`src/design/spe_pkg.sv`:
```
// Package: shared types and constants for the parity extract stream unit.
`timescale 1ns / 1ps
package spe_pkg;

  localparam int unsigned BYTE_W = 8;
  localparam int unsigned POS_W  = 3;
  localparam int unsigned LEN_W  = 16;
  localparam logic [POS_W-1:0] LAST_POS = 3'd7;

  typedef enum logic [1:0] {
    PH_IDLE   = 2'd0,
    PH_LEN_HI = 2'd1,
    PH_LEN_LO = 2'd2,
    PH_DATA   = 2'd3
  } phase_t;

  // one registered pixel reduced to what the extractor needs
  typedef struct packed {
    logic start;
    logic bit_val;
  } pix_t;

endpackage

```
`src/design/spe_ifs.sv`:
```
// Interfaces: pixel request channel and message byte channel.
`timescale 1ns / 1ps
interface spe_pixel_if;
  logic       valid;
  logic       ready;
  logic       frame_start;
  logic [7:0] green_value;
  logic [7:0] blue_value;

  modport source (output valid, output frame_start, output green_value,
                  output blue_value, input ready);
  modport sink   (input valid, input frame_start, input green_value,
                  input blue_value, output ready);
endinterface

interface spe_byte_if;
  logic       valid;
  logic       ready;
  logic [7:0] message_byte;
  logic       last_byte;

  modport source (output valid, output message_byte, output last_byte, input ready);
  modport sink   (input valid, input message_byte, input last_byte, output ready);
endinterface

```
`src/design/spe_in_reg.sv`:
```
// Input register: captures a pixel request and reduces it to start flag and parity bit.
`timescale 1ns / 1ps
module spe_in_reg (
  input  logic          clk,
  input  logic          rst,
  spe_pixel_if.sink     pixel_in,
  output logic          pix_valid,
  output spe_pkg::pix_t pix,
  input  logic          pix_take
);
  import spe_pkg::*;

  logic pix_valid_next;

  assign pixel_in.ready = !pix_valid || pix_take;
  assign pix_valid_next = pixel_in.valid || (pix_valid && !pix_take);

  always_ff @(posedge clk) begin
    if (rst) begin
      pix_valid <= 1'b0;
    end else begin
      pix_valid <= pix_valid_next;
    end
  end

  always_ff @(posedge clk) begin
    if (pixel_in.valid && pixel_in.ready) begin
      pix.start   <= pixel_in.frame_start;
      pix.bit_val <= pixel_in.green_value[0] ^ pixel_in.blue_value[0];
    end
  end

endmodule

```
`src/design/spe_core.sv`:
```
// Extraction core: bit packing, length header, byte countdown and result register.
`timescale 1ns / 1ps
module spe_core (
  input  logic          clk,
  input  logic          rst,
  input  logic          pix_valid,
  input  spe_pkg::pix_t pix,
  output logic          pix_take,
  spe_byte_if.source    byte_out
);
  import spe_pkg::*;

  phase_t            phase, phase_next, ph_eff;
  logic [POS_W-1:0]  bit_position, bit_position_next, pos_eff;
  logic [BYTE_W-1:0] byte_accumulator, byte_accumulator_next, acc_eff, acc_new;
  logic [BYTE_W-1:0] length_high, length_high_next;
  logic [LEN_W-1:0]  bytes_remaining, bytes_remaining_next, len_new;
  logic              emit, emit_last;

  logic              res_valid;
  logic [BYTE_W-1:0] res_byte;
  logic              res_last;

  assign pix_take = pix_valid && (!res_valid || byte_out.ready);

  always_comb begin
    ph_eff   = pix.start ? PH_LEN_HI : phase;
    pos_eff  = pix.start ? '0 : bit_position;
    acc_eff  = pix.start ? '0 : byte_accumulator;
    acc_new  = acc_eff | (BYTE_W'(pix.bit_val) << pos_eff);
    len_new  = {length_high, acc_new};

    phase_next            = ph_eff;
    bit_position_next     = pos_eff;
    byte_accumulator_next = acc_eff;
    length_high_next      = length_high;
    bytes_remaining_next  = bytes_remaining;
    emit                  = 1'b0;
    emit_last             = (bytes_remaining == LEN_W'(1));

    if (ph_eff != PH_IDLE) begin
      if (pos_eff != LAST_POS) begin
        bit_position_next     = pos_eff + POS_W'(1);
        byte_accumulator_next = acc_new;
      end else begin
        bit_position_next     = '0;
        byte_accumulator_next = '0;
        case (ph_eff)
          PH_LEN_HI: begin
            length_high_next = acc_new;
            phase_next       = PH_LEN_LO;
          end
          PH_LEN_LO: begin
            bytes_remaining_next = len_new;
            phase_next           = (len_new == '0) ? PH_IDLE : PH_DATA;
          end
          PH_DATA: begin
            bytes_remaining_next = bytes_remaining - LEN_W'(1);
            emit                 = 1'b1;
            if (emit_last) begin
              phase_next = PH_IDLE;
            end
          end
          default: begin
            phase_next = PH_IDLE;
          end
        endcase
      end
    end
  end

  always_ff @(posedge clk) begin
    if (rst) begin
      phase            <= PH_IDLE;
      bit_position     <= '0;
      byte_accumulator <= '0;
      length_high      <= '0;
      bytes_remaining  <= '0;
      res_valid        <= 1'b0;
    end else begin
      if (pix_take) begin
        phase            <= phase_next;
        bit_position     <= bit_position_next;
        byte_accumulator <= byte_accumulator_next;
        length_high      <= length_high_next;
        bytes_remaining  <= bytes_remaining_next;
        res_valid        <= emit;
      end else if (byte_out.ready) begin
        res_valid <= 1'b0;
      end
    end
  end

  always_ff @(posedge clk) begin
    if (pix_take && emit) begin
      res_byte <= acc_new;
      res_last <= emit_last;
    end
  end

  assign byte_out.valid        = res_valid;
  assign byte_out.message_byte = res_byte;
  assign byte_out.last_byte    = res_last;

`ifndef SYNTHESIS
  a_idle_no_count: assert property (@(posedge clk) disable iff (rst)
    phase == PH_IDLE |-> bytes_remaining == '0)
    else $error("idle with bytes still counted");
  a_data_has_count: assert property (@(posedge clk) disable iff (rst)
    phase == PH_DATA |-> bytes_remaining != '0)
    else $error("data phase with zero count");
  a_idle_aligned: assert property (@(posedge clk) disable iff (rst)
    phase == PH_IDLE |-> bit_position == '0)
    else $error("idle with partial byte");
  a_last_goes_idle: assert property (@(posedge clk) disable iff (rst)
    pix_take && emit && emit_last |=> phase == PH_IDLE && res_valid && res_last)
    else $error("last byte did not end message");
`endif

endmodule

```
`src/design/stego_parity_extract_stream_unit.sv`:
```
// Top level: pixel parity hidden message extractor.
`timescale 1ns / 1ps
// Takes one pixel request per clock and recovers one hidden bit from it, the
// LSB of green XOR the LSB of blue, packed LSB first into bytes. After a frame
// start the first two bytes give a 16-bit length (high byte first), then that
// many message bytes come out, the final one flagged by last_byte; a zero
// length yields nothing. A pixel is registered on entry, then decoded and
// counted by the core, and a finished byte is loaded into the output register.
// A new pixel is taken every cycle as long as the output register drains;
// one pixel can be held while a result waits.
module stego_parity_extract_stream_unit (
  input  logic       clk,
  input  logic       rst,
  spe_pixel_if.sink  pixel_in,
  spe_byte_if.source byte_out
);
  import spe_pkg::*;

  logic pix_valid;
  pix_t pix;
  logic pix_take;

  spe_in_reg u_in_reg (
    .clk       (clk),
    .rst       (rst),
    .pixel_in  (pixel_in),
    .pix_valid (pix_valid),
    .pix       (pix),
    .pix_take  (pix_take)
  );

  spe_core u_core (
    .clk       (clk),
    .rst       (rst),
    .pix_valid (pix_valid),
    .pix       (pix),
    .pix_take  (pix_take),
    .byte_out  (byte_out)
  );

endmodule

```
`src/flat_wrapper.sv`:
```
// flat-port wrapper written by rule: the top's interface ports become plain ports
module stego_parity_extract_stream_unit_flat import spe_pkg::*;
  (clk, rst, pixel_in_valid, pixel_in_frame_start, pixel_in_green_value, pixel_in_blue_value, pixel_in_ready, byte_out_valid, byte_out_message_byte, byte_out_last_byte, byte_out_ready);
  spe_pixel_if pixel_in_i ();
  spe_byte_if byte_out_i ();
  input  logic clk;
  input  logic rst;
  input wire logic [$bits(pixel_in_i.valid)-1:0] pixel_in_valid;
  input wire logic [$bits(pixel_in_i.frame_start)-1:0] pixel_in_frame_start;
  input wire logic [$bits(pixel_in_i.green_value)-1:0] pixel_in_green_value;
  input wire logic [$bits(pixel_in_i.blue_value)-1:0] pixel_in_blue_value;
  output wire logic [$bits(pixel_in_i.ready)-1:0] pixel_in_ready;
  output wire logic [$bits(byte_out_i.valid)-1:0] byte_out_valid;
  output wire logic [$bits(byte_out_i.message_byte)-1:0] byte_out_message_byte;
  output wire logic [$bits(byte_out_i.last_byte)-1:0] byte_out_last_byte;
  input wire logic [$bits(byte_out_i.ready)-1:0] byte_out_ready;
  assign pixel_in_i.valid = pixel_in_valid;
  assign pixel_in_i.frame_start = pixel_in_frame_start;
  assign pixel_in_i.green_value = pixel_in_green_value;
  assign pixel_in_i.blue_value = pixel_in_blue_value;
  assign pixel_in_ready = pixel_in_i.ready;
  assign byte_out_valid = byte_out_i.valid;
  assign byte_out_message_byte = byte_out_i.message_byte;
  assign byte_out_last_byte = byte_out_i.last_byte;
  assign byte_out_i.ready = byte_out_ready;
  stego_parity_extract_stream_unit u_core (.clk(clk), .rst(rst), .pixel_in(pixel_in_i), .byte_out(byte_out_i));
endmodule
```
`config.mk`:
```
export PLATFORM = sky130hd
export DESIGN_NAME = stego_parity_extract_stream_unit_flat
export DESIGN_NICKNAME = d
export VERILOG_FILES = /design/src/design/spe_pkg.sv /design/src/design/spe_ifs.sv /design/src/design/spe_in_reg.sv /design/src/design/spe_core.sv /design/src/design/stego_parity_extract_stream_unit.sv /design/src/flat_wrapper.sv
export SDC_FILE = /design/constraint.sdc
export NUM_CORES = 1
export LEC_CHECK = 0
export BUFFER_PORTS_ARGS = -buffer_cell sky130_fd_sc_hd__clkbuf_2
export CAP_MARGIN = 0
export CELL_PAD_IN_SITES_DETAIL_PLACEMENT = 1
export CELL_PAD_IN_SITES_GLOBAL_PLACEMENT = 1
export CORE_MARGIN = 1.5
export CORE_UTILIZATION = 46
export CTS_CLUSTER_DIAMETER = 50
export DETAILED_ROUTE_END_ITERATION = 16
export GPL_TIMING_DRIVEN = 0
export HOLD_SLACK_MARGIN = 0.06
export PLACE_DENSITY = 0.93
export SYNTH_ARGS = -nofsm -noshare
export SYNTH_HDL_FRONTEND = slang
export SYNTH_SLANG_ARGS = --single-unit
```
`constraint.sdc`:
```
create_clock -name clk -period 6.6 [get_ports clk]
set_input_delay 0.66 -clock clk [delete_from_list [all_inputs] [get_ports clk]]
set_output_delay 0.66 -clock clk [all_outputs]
set_load 0.01 [all_outputs]
```
==> report_table.html, run 1 <==
<table>
<tr><th>Metric</th><th>Value</th></tr>
<tr><th colspan="2">Outcome</th></tr>
<tr><td>Result of the run</td><td>completed</td></tr>
<tr><th colspan="2">Hold path</th></tr>
<tr><td>Type of the worst min-delay path</td><td>reg2reg</td></tr>
<tr><td>Launch instance of the worst min-delay path</td><td>u_core.u_core.bytes_remaining[6]</td></tr>
<tr><th colspan="2">Yosys</th></tr>
<tr><td>Synthesized net count</td><td>around 310</td></tr>
<tr><td>Dominant synthesized flop cell</td><td>dfxtp_1</td></tr>
<tr><td>Post-Syn Instances</td><td>288</td></tr>
<tr><td>Yosys Warn Count</td><td>0</td></tr>
<tr><td>Sequential share of the synthesized area</td><td>around 45%</td></tr>
<tr><td>Post-Synthesis Cell Area</td><td>between 0.002 and 0.0025 mm^2</td></tr>
<tr><td>FFs w/ async S/R, synth</td><td>0%</td></tr>
<tr><td>Total of flip-flops plus latches after synthesis</td><td>50</td></tr>
<tr><td>Average instance area after synthesis</td><td>8.598 um^2</td></tr>
<tr><td>EDFF count, synth</td><td>11</td></tr>
<tr><td>Number of distinct library cells after synthesis</td><td>a little over 50</td></tr>
<tr><th colspan="2">Routing</th></tr>
<tr><td>Vias after detailed routing</td><td>around 2400</td></tr>
<tr><td>Number of design-rule violations left by the first detailed-router iteration</td><td>about 210</td></tr>
<tr><td>Pre-antenna DRT Iters</td><td>5</td></tr>
<tr><td>Number of routed nets with antenna violations</td><td>0</td></tr>
<tr><td>Residual DRC count</td><td>0</td></tr>
<tr><td>Per-cell via count in the routed design</td><td>around 6.3</td></tr>
<tr><td>Overall routed net length</td><td>around 7600 um</td></tr>
<tr><td>WL per Instance</td><td>between 15 and 20 um</td></tr>
<tr><th colspan="2">STA</th></tr>
<tr><td>Fin Setup TNS</td><td>0 ns</td></tr>
<tr><td>Setup Viol. Count Final</td><td>0</td></tr>
<tr><td>Clk_skew</td><td>roughly 0.0074 ns</td></tr>
<tr><td>Headroom to the max-slew limit</td><td>approximately 39%</td></tr>
<tr><td>Highest attainable clock frequency</td><td>around 330 MHz</td></tr>
<tr><td>Final Max Slew Viols</td><td>0</td></tr>
<tr><td>Slew at the pin closest to its max-slew limit</td><td>0.8967 ns</td></tr>
<tr><td>Minimum clock period after layout</td><td>3.009 ns</td></tr>
<tr><td>Count of final hold-check violations</td><td>0</td></tr>
<tr><td>Unrepaired setup endpoints after global routing</td><td>no</td></tr>
<tr><td>Fin crit share</td><td>45.59%</td></tr>
<tr><th colspan="2">Critical path</th></tr>
<tr><td>Startpoint of the lowest-slack register-to-register path</td><td>u_core.u_in_reg.pix[1]</td></tr>
<tr><td>Bufs and invs on worst path</td><td>4</td></tr>
<tr><td>Crit path max fanout</td><td>12</td></tr>
<tr><td>Data required time at the worst endpoint</td><td>6.83 ns</td></tr>
<tr><td>Worst Path Arrival</td><td>3.24 ns</td></tr>
<tr><td>Slowest cell on the critical path</td><td>edfxtp_1</td></tr>
<tr><td>Critical Path Most Common Cell</td><td>clkbuf_1</td></tr>
<tr><td>Cells along the critical path</td><td>clkbuf_1, clkbuf_1, nor2b_1, ha_1, and4_1, buf_2, nand2_1, inv_1, and3_2, nor4_2</td></tr>
<tr><td>Cell class contributing the biggest share of worst-path delay</td><td>buffers and inverters</td></tr>
<tr><td>CP Launch Type</td><td>flip-flop</td></tr>
<tr><td>Stage delay of the slowest cell on the critical path</td><td>~0.50 ns</td></tr>
<tr><td>WS Path Type</td><td>reg2reg</td></tr>
<tr><td>Critical Path Source</td><td>u_core.u_in_reg.pix[1]</td></tr>
<tr><td>Critical path endpoint category</td><td>flip-flop</td></tr>
<tr><th colspan="2">Layout</th></tr>
<tr><td>Final standard cell area without fillers</td><td>0.002786 mm^2</td></tr>
<tr><td>Filler cells</td><td>between 600 and 700</td></tr>
<tr><td>Total inserted antenna cells</td><td>0</td></tr>
<tr><td>Most common library cell in the layout ignoring fill and taps</td><td>nor2_1</td></tr>
<tr><td>Nets</td><td>approximately 340</td></tr>
<tr><td>Proportion of layout cells with a drive suffix above 1</td><td>11.50%</td></tr>
<tr><td>Final non-filler cell total</td><td>about 380</td></tr>
<tr><td>Post-synthesis to final-layout area growth</td><td>12.53%</td></tr>
<tr><td>Most frequent cells in the layout</td><td>nor2_1 (44), dfxtp_1 (39), a21oi_1 (22)</td></tr>
<tr><th colspan="2">Floorplan</th></tr>
<tr><td>Total number of placement rows</td><td>26</td></tr>
<tr><td>CORE AREA</td><td>0.005140 mm^2</td></tr>
<tr><td>Effective utilization at floorplan</td><td>roughly half</td></tr>
<tr><td>Area of the die</td><td>~0.006 mm^2</td></tr>
<tr><td>Die W</td><td>76.37 um</td></tr>
<tr><td>Boundary Pins</td><td>32</td></tr>
<tr><td>Height of the die</td><td>76.37 um</td></tr>
<tr><th colspan="2">Clocking</th></tr>
<tr><td>CTS resizes</td><td>0</td></tr>
<tr><td>Buffer type at the clock tree root</td><td>clkbuf_8</td></tr>
<tr><td>Total number of H-tree levels</td><td>2</td></tr>
<tr><td>Clock transition at the registers of the reported paths</td><td>approximately 0.10 ns</td></tr>
<tr><td>Clk sink count</td><td>50</td></tr>
<tr><td>Clock Latency Late Sink</td><td>slightly above 0.3 ns</td></tr>
<tr><td>Post-CTS Hold Buffers</td><td>0</td></tr>
<tr><td>Maximum clock path buffer count</td><td>2</td></tr>
<tr><td>Buffers inserted during post-CTS setup optimization</td><td>0</td></tr>
<tr><td>Cts bufs inserted</td><td>5</td></tr>
<tr><td>CTS tree</td><td>built</td></tr>
<tr><th colspan="2">Placement</th></tr>
<tr><td>Number of buffers inserted by port buffering</td><td>17</td></tr>
<tr><td>DPL Wire Length</td><td>about 5300 um</td></tr>
<tr><td>Cell count after placement</td><td>between 300 and 400</td></tr>
<tr><td>Gpl congestion</td><td>about 0.89</td></tr>
<tr><td>Placed standard-cell area</td><td>between 0.002 and 0.003 mm^2</td></tr>
<tr><th colspan="2">GRT</th></tr>
<tr><td>Tot GR Track Use</td><td>26.86%</td></tr>
<tr><td>Pin count of the biggest net entering global routing</td><td>17</td></tr>
<tr><td>Global-route wire length before repair</td><td>around 12000 um</td></tr>
<tr><td>Number of global-route vias before repair</td><td>2440</td></tr>
<tr><td>Antenna violations before repair</td><td>0</td></tr>
<tr><td>Total overflow reported by the global router</td><td>0</td></tr>
<tr><th colspan="2">Power and ir drop</th></tr>
<tr><td>Pwr/cell area</td><td>about 220 mW/mm^2</td></tr>
<tr><td>Max IR drop VDD</td><td>about 0.089 mV</td></tr>
<tr><td>Final Power</td><td>about 0.00061 W</td></tr>
<tr><td>Leakage power summed over all cells</td><td>roughly 1.1 nW</td></tr>
<tr><th colspan="2">Flow run</th></tr>
<tr><td>Max_cap viols</td><td>0</td></tr>
</table>
-- logic make-up after synthesis --
group	share of synthesized area [%]
AOI/OAI and AO/OA	21.63
buffers and inverters	4.547
xor gates and xnor gates	0.3538
DFF	44.87
and+or+nand+nor	23.04
muxes	4.043
adders and majority gates	1.516
-- stage by stage --
| step | utilization [%] | setup slack [ns] | hold slack [ns] |
|---|---|---|---|
| 2_1_floorplan | - | 4.285 | 0.4541 |
| 3_3_place_gp | 51.53 | 3.752 | 0.4762 |
| 3_5_place_dp | 51.53 | 3.687 | 0.4892 |
| 4_1_cts | 54.21 | 3.612 | 0.5037 |
| 5_1_grt | 54.21 | 3.437 | 0.5192 |
| 6_report | 54.21 | 3.591 | 0.5057 |
-- synth_stat cells, drive strengths merged (5+ instances only) --
cell,instances,area [um^2]
nor3,12,65.06
a22oi,8,60.06
edfxtp,11,330.3
o22ai,7,43.79
mux2i,10,100.1
a31oi,8,50.05
nor2,44,165.2
nor2b,9,56.30
clkbuf,14,52.55
dfxtp,39,780.8
a211oi,5,37.54
o21ai,13,68.82
nor4,7,50.05
a21oi,22,110.1
nand2,14,55.06
nand3,8,40.04
inv,11,41.29
-- registers in the layout, indices dropped and copies added, names as in the netlist --
register                             cells
u_core.u_core.byte_out.valid             1
u_core.u_core.byte_accumulator           8
u_core.u_core.bit_position               3
u_core.u_core.length_high                8
u_core.u_core.bytes_remaining           16
u_core.u_in_reg.pix                      2
u_core.u_in_reg.pix_valid                1
u_core.u_core.byte_out.message_byte      8
u_core.u_core.byte_out.last_byte         1
u_core.u_core.phase                      2
-- worst reg2reg max path: stages, from the launching register on --
cell	delay, ns
edfxtp_1	0.50
clkbuf_1	0.41
clkbuf_1	0.45
nor2b_1	0.10
ha_1	0.29
and4_1	0.17
buf_2	0.19
nand2_1	0.11
inv_1	0.22
and3_2	0.30
nor4_2	0.21
-- power by group --
part / internal [W] / total [W] / switching [W]
registers: 0.000314 / 0.000316 / 0.00000227
logic: 0.00000955 / 0.0000358 / 0.0000262
clock network: 0.000152 / 0.000261 / 0.000110
-- per-layer routing --
metal / part of all wire [%] / up-vias / track usage, %
li1: - / 1116 / -
met1: 42 / 1168 / 32.55
met2: 50 / 97 / 46.34
met3: 6.4 / 17 / 5.868
met4: 1.9 / 0 / 10.37
met5: 0 / - / 0
-- final timing paths --
check                                           end  slack [ns]  cells past startpoint
setup / recovery  u_core.u_core.bytes_remaining[14]        3.59                     10
hold / removal     u_core.u_core.bytes_remaining[6]        0.51                      2
setup reg to reg  u_core.u_core.bytes_remaining[14]        3.59                     10
hold reg to reg    u_core.u_core.bytes_remaining[6]        0.51                      2
-- final cells by class --
cell class | count | area (um^2) | share of cell area, %
Clock buffer | 5 | 68.82 | 2.470
Multi-Input combinational cell | 209 | 1252 | 44.95
Buffer | 18 | 71.32 | 2.559
Tap cell | 70 | 87.58 | 3.143
Inverter | 11 | 41.29 | 1.482
Clock inverter | 3 | 68.82 | 2.470
Timing Repair Buffer | 17 | 85.08 | 3.053
Sequential cell | 50 | 1111 | 39.87
Power figures use the tool's default switching activity.
==> inputs of run 2 (changes only) <==
- ABC_AREA: unset -> 1
- CORE_UTILIZATION: 46 -> 38
- PLACE_DENSITY: 0.93 -> 0.86
- clock period: 6.6 -> 2.67 ns (I/O delays scaled with it)
==> run 2 against run 1 <==
Effect of this change: clock power increased by 86%; worst setup slack worse by 3.3 ns; utilization shrank 9.8 points; largest cell class unchanged; critical path depth rose by 1; maximum frequency is 29% higher; critical endpoint unchanged; total power is 120% higher.
==> report_table.html, run 2 <==
<table>
<tr><th>Metric</th><th>Value</th></tr>
<tr><th colspan="2">Outcome</th></tr>
<tr><td>Result of the run</td><td>completed</td></tr>
<tr><th colspan="2">Power and ir drop</th></tr>
<tr><td>Internal</td><td>0.0009933 W (+110%)</td></tr>
<tr><td>Final Power</td><td>0.001352 W (+120%)</td></tr>
<tr><td>Gate power share</td><td>6.2% (+0.4 points)</td></tr>
<tr><td>Net switching power figure</td><td>0.0003589 W (+160%)</td></tr>
<tr><td>Sequential fraction of design power</td><td>57.9% (+6.3 points)</td></tr>
<tr><td>Max IR drop VDD</td><td>0.2147 mV (+140%)</td></tr>
<tr><td>Pwr/cell area</td><td>468.8 mW/mm^2 (+110%)</td></tr>
<tr><td>Leakage power summed over all cells</td><td>1.213 nW (+13%)</td></tr>
<tr><td>Net Sw Frac</td><td>26.54% (+4.0 points)</td></tr>
<tr><td>Proportion of power drawn by the clock network</td><td>35.9% (-6.7 points)</td></tr>
<tr><th colspan="2">Flow run</th></tr>
<tr><td>Max_cap viols</td><td>0 (unchanged)</td></tr>
<tr><th colspan="2">Layout</th></tr>
<tr><td>Flip-flop count of the largest register, all copies and words added</td><td>16 (unchanged)</td></tr>
<tr><td>Layout Utilization</td><td>44.40% (-9.8 points)</td></tr>
<tr><td>Post-synthesis to final-layout area growth</td><td>10.92%</td></tr>
<tr><td>Proportion of layout cells with a drive suffix above 1</td><td>18.83% (+7.3 points)</td></tr>
<tr><td>Seq. cell area</td><td>0.001111 mm^2 (unchanged)</td></tr>
<tr><td>Most common library cell in the layout ignoring fill and taps</td><td>nand2_1</td></tr>
<tr><td>Total inserted antenna cells</td><td>0 (unchanged)</td></tr>
<tr><td>Nets</td><td>400 (+19%)</td></tr>
<tr><td>Most frequent cells in the layout</td><td>nand2_1 (63), nor2_1 (50), dfxtp_1 (39)</td></tr>
<tr><td>Filler cells</td><td>844 (+29%)</td></tr>
<tr><td>Footprint of the multi-input gates</td><td>0.001256 mm^2 (+0.30%)</td></tr>
<tr><td>Top reg by flops</td><td>u_core.u_core.bytes_remaining</td></tr>
<tr><th colspan="2">Yosys</th></tr>
<tr><td>Top cells by count, synth</td><td>nand2_1 (63), nor2_1 (51), dfxtp_1 (39)</td></tr>
<tr><td>Dominant synthesized flop cell</td><td>dfxtp_1</td></tr>
<tr><td>EDFF count, synth</td><td>11 (unchanged)</td></tr>
<tr><td>Post-Syn Instances</td><td>352 (+22%)</td></tr>
<tr><td>Cell accounting for the most synthesized area</td><td>dfxtp_1</td></tr>
<tr><td>Synthesized net count</td><td>376 (+21%)</td></tr>
<tr><td>Total of flip-flops plus latches after synthesis</td><td>50 (unchanged)</td></tr>
<tr><td>Most numerous cell in the Yosys netlist</td><td>nand2_1</td></tr>
<tr><td>FFs w/ async S/R, synth</td><td>0% (unchanged)</td></tr>
<tr><td>Yosys Warn Count</td><td>0 (unchanged)</td></tr>
<tr><td>Average instance area after synthesis</td><td>7.386 um^2 (-14%)</td></tr>
<tr><td>Sequential share of the synthesized area</td><td>42.73% (-2.1 points)</td></tr>
<tr><td>Post-Synthesis Cell Area</td><td>0.002600 mm^2 (+5.0%)</td></tr>
<tr><td>Fraction of synthesized cell area taken by the top area cell type</td><td>30.03% (-1.5 points)</td></tr>
<tr><td>Number of distinct library cells after synthesis</td><td>37 (-27%)</td></tr>
<tr><td>Dominant cells by area after synthesis</td><td>dfxtp_1 (30%), edfxtp_1 (13%), nand2_1 (9.1%)</td></tr>
<tr><th colspan="2">Clocking</th></tr>
<tr><td>Clock transition at the registers of the reported paths</td><td>0.10 ns (about the same)</td></tr>
<tr><td>Buffer type at the clock tree root</td><td>clkbuf_8</td></tr>
<tr><td>Clock Latency Late Sink</td><td>0.31 ns (about the same)</td></tr>
<tr><td>Maximum clock path buffer count</td><td>2 (unchanged)</td></tr>
<tr><td>Total number of H-tree levels</td><td>2 (unchanged)</td></tr>
<tr><td>Cts bufs inserted</td><td>5 (unchanged)</td></tr>
<tr><td>Clk sink count</td><td>50 (unchanged)</td></tr>
<tr><td>CTS tree</td><td>built</td></tr>
<tr><td>Buffers inserted during post-CTS setup optimization</td><td>0 (unchanged)</td></tr>
<tr><th colspan="2">Critical path</th></tr>
<tr><td>CP Launch Type</td><td>flip-flop</td></tr>
<tr><td>WS Path Type</td><td>reg2reg</td></tr>
<tr><td>Data required time at the worst endpoint</td><td>2.91 ns (-3.92 ns)</td></tr>
<tr><td>Worst Path Arrival</td><td>2.57 ns (-0.67 ns)</td></tr>
<tr><td>Crit path max fanout</td><td>10 (-2)</td></tr>
<tr><td>Critical path endpoint category</td><td>flip-flop</td></tr>
<tr><td>Reg-to-reg slack, setup</td><td>0.34 ns (-3.25 ns)</td></tr>
<tr><th colspan="2">Routing</th></tr>
<tr><td>Pre-antenna DRT Iters</td><td>4 (-1)</td></tr>
<tr><td>Number of design-rule violations left by the first detailed-router iteration</td><td>171 (-18%)</td></tr>
<tr><td>WL per Instance</td><td>16.22 um (-18%)</td></tr>
<tr><td>Residual DRC count</td><td>0 (unchanged)</td></tr>
<tr><td>Per-cell via count in the routed design</td><td>5.463 (-13%)</td></tr>
<tr><td>Number of routed nets with antenna violations</td><td>0 (unchanged)</td></tr>
<tr><td>Vias after detailed routing</td><td>2480 (+3.4%)</td></tr>
<tr><td>Overall routed net length</td><td>7362 um (-2.6%)</td></tr>
<tr><th colspan="2">STA</th></tr>
<tr><td>Unrepaired setup endpoints after global routing</td><td>no</td></tr>
<tr><td>Highest attainable clock frequency</td><td>429.2 MHz (+29%)</td></tr>
<tr><td>Slew at the pin closest to its max-slew limit</td><td>0.6478 ns (-0.2489 ns)</td></tr>
<tr><td>Final Max Slew Viols</td><td>0 (unchanged)</td></tr>
<tr><td>Minimum clock period after layout</td><td>2.330 ns (-0.6788 ns)</td></tr>
<tr><td>Setup Viol. Count Final</td><td>0 (unchanged)</td></tr>
<tr><td>Fin worst setup slack</td><td>0.3398 ns (-3.251 ns)</td></tr>
<tr><td>Count of final hold-check violations</td><td>0 (unchanged)</td></tr>
<tr><td>Clk_skew</td><td>0.01416 ns (+0.006712 ns)</td></tr>
<tr><td>Fin crit share</td><td>87.27% (+42 points)</td></tr>
<tr><td>Headroom to the max-slew limit</td><td>56.81% (+17 points)</td></tr>
<tr><th colspan="2">GRT</th></tr>
<tr><td>Tot GR Track Use</td><td>21.28% (-5.6 points)</td></tr>
<tr><td>Number of global-route vias before repair</td><td>2502 (+2.5%)</td></tr>
<tr><td>Antenna violations before repair</td><td>0 (unchanged)</td></tr>
<tr><td>Total overflow reported by the global router</td><td>0 (unchanged)</td></tr>
<tr><td>Pin count of the biggest net entering global routing</td><td>19 (+2)</td></tr>
<tr><td>Global-route wire length before repair</td><td>12230 um (+0.22%)</td></tr>
<tr><th colspan="2">Floorplan</th></tr>
<tr><td>Height of the die</td><td>85.72 um (+12%)</td></tr>
<tr><td>Boundary Pins</td><td>32 (unchanged)</td></tr>
<tr><td>CORE AREA</td><td>0.006495 mm^2 (+26%)</td></tr>
<tr><td>Total number of placement rows</td><td>29 (+12%)</td></tr>
<tr><td>Effective utilization at floorplan</td><td>40.03% (-8.1 points)</td></tr>
<tr><td>Die W</td><td>85.72 um (+12%)</td></tr>
<tr><td>Area of the die</td><td>0.007347 mm^2 (+26%)</td></tr>
<tr><th colspan="2">Placement</th></tr>
<tr><td>Gpl congestion</td><td>0.8698 (-1.9%)</td></tr>
<tr><td>DPL Wire Length</td><td>5447 um (+2.1%)</td></tr>
<tr><td>Worst setup slack before clock tree synthesis</td><td>-0.1068 ns (-3.794 ns)</td></tr>
<tr><td>Number of buffers inserted by port buffering</td><td>17 (unchanged)</td></tr>
<tr><th colspan="2">Hold path</th></tr>
<tr><td>Type of the worst min-delay path</td><td>in2reg</td></tr>
</table>
[run 2: cell types whose count changed in the layout (fill, tap and decap cells not counted), sizes merged, moves of 7 or more]
cell / before / now
a22oi: 8 / 0
nand3: 8 / 21
nor3: 12 / 4
a21oi: 22 / 40
o21ai: 13 / 24
nor2b: 9 / 0
a31oi: 8 / 1
nor4: 7 / 0
clkbuf: 36 / 25
nor2: 44 / 63
mux2i: 10 / 0
nand2: 14 / 69
inv: 11 / 48
[run 2: per-stage QoR]
stage                     hold WS, ns  area [um^2]  TNS [ns]  std cells
after CTS                      0.1203         2879         0        454
after detailed placement       0.4505         2781   -0.1521        446
final                          0.1261         2884         0        454
after floorplan                0.3659         2600         0        352
after global placement         0.4463         2781  -0.06011        446
after global routing           0.1152         2884         0        454
[run 2: timing repair]
action | 4_1_cts | 5_1_grt
setup endpoints to repair | 2 | 1
resized for setup | 1 | 1
hold buffers | 0 | 0
hold endpoints to repair | 0 | 0
[run 2: critical path: stages (launching register included)]
cell and delay [ns]:
edfxtp_1 0.39, buf_6 0.17, inv_4 0.10, nand2_1 0.07, nor2_1 0.09, ha_1 0.30, nand3_2 0.30, nor2_4 0.34
inv_1 0.18, nand2_1 0.09, o21ai_0 0.09, a21oi_1 0.13
[run 2: area by class of cell]
| class | count | area share [%] |
|---|---|---|
| buffer | 11 | 2.256 |
| clock buffer | 5 | 2.386 |
| clock inverter | 3 | 0.9111 |
| inverter | 46 | 6.074 |
| multi-input combinational | 245 | 43.56 |
| sequential | 50 | 38.53 |
| tap | 77 | 3.341 |
| timing repair buffer | 17 | 2.950 |
[run 2: final timing paths]
| kind | end | from | cells after the start |
|---|---|---|---|
| worst max-delay path | u_core.u_core.bytes_remaining[14] | u_core.u_in_reg.pix[1] | 11 |
| worst min-delay path | u_core.u_in_reg.pix[1] | pixel_in_frame_start | 1 |
| worst min register to register | u_core.u_core.byte_accumulator[6] | u_core.u_core.byte_accumulator[6] | 2 |
| worst max register to register | u_core.u_core.bytes_remaining[14] | u_core.u_in_reg.pix[1] | 11 |
[run 2: cells by family (layout without fill, tap and decap cells)]
group           Yosys count  in the layout  share of synthesized area [%]
buf+inv                  57             82                          9.240
compound gates           77             77                          16.41
fa+ha+maj                 3              3                          1.444
simple gates            162            162                          29.16
xor+xnor                  3              3                          1.011
flops                    50             50                          42.73
[run 2: layer usage]
layer | vias up | part of all wire [%] | global-route usage [%]
li1 | 1202 | - | -
met3 | 9 | 3.4 | 3.465
met1 | 1223 | 47 | 28.06
met2 | 46 | 48 | 36.08
met4 | 0 | 1.5 | 6.012
met5 | - | 0 | 0
[run 2: power by group through the flow]
stage / Clock, W / Sequential, W / Combinational [W]
2_1_floorplan: 0 / 0.000799 / 0.0000557
3_3_place_gp: 0 / 0.000800 / 0.0000792
3_5_place_dp: 0 / 0.000800 / 0.0000825
4_1_cts: 0.000492 / 0.000783 / 0.0000832
5_1_grt: 0.000520 / 0.000784 / 0.0000928
6_report: 0.000485 / 0.000783 / 0.0000838
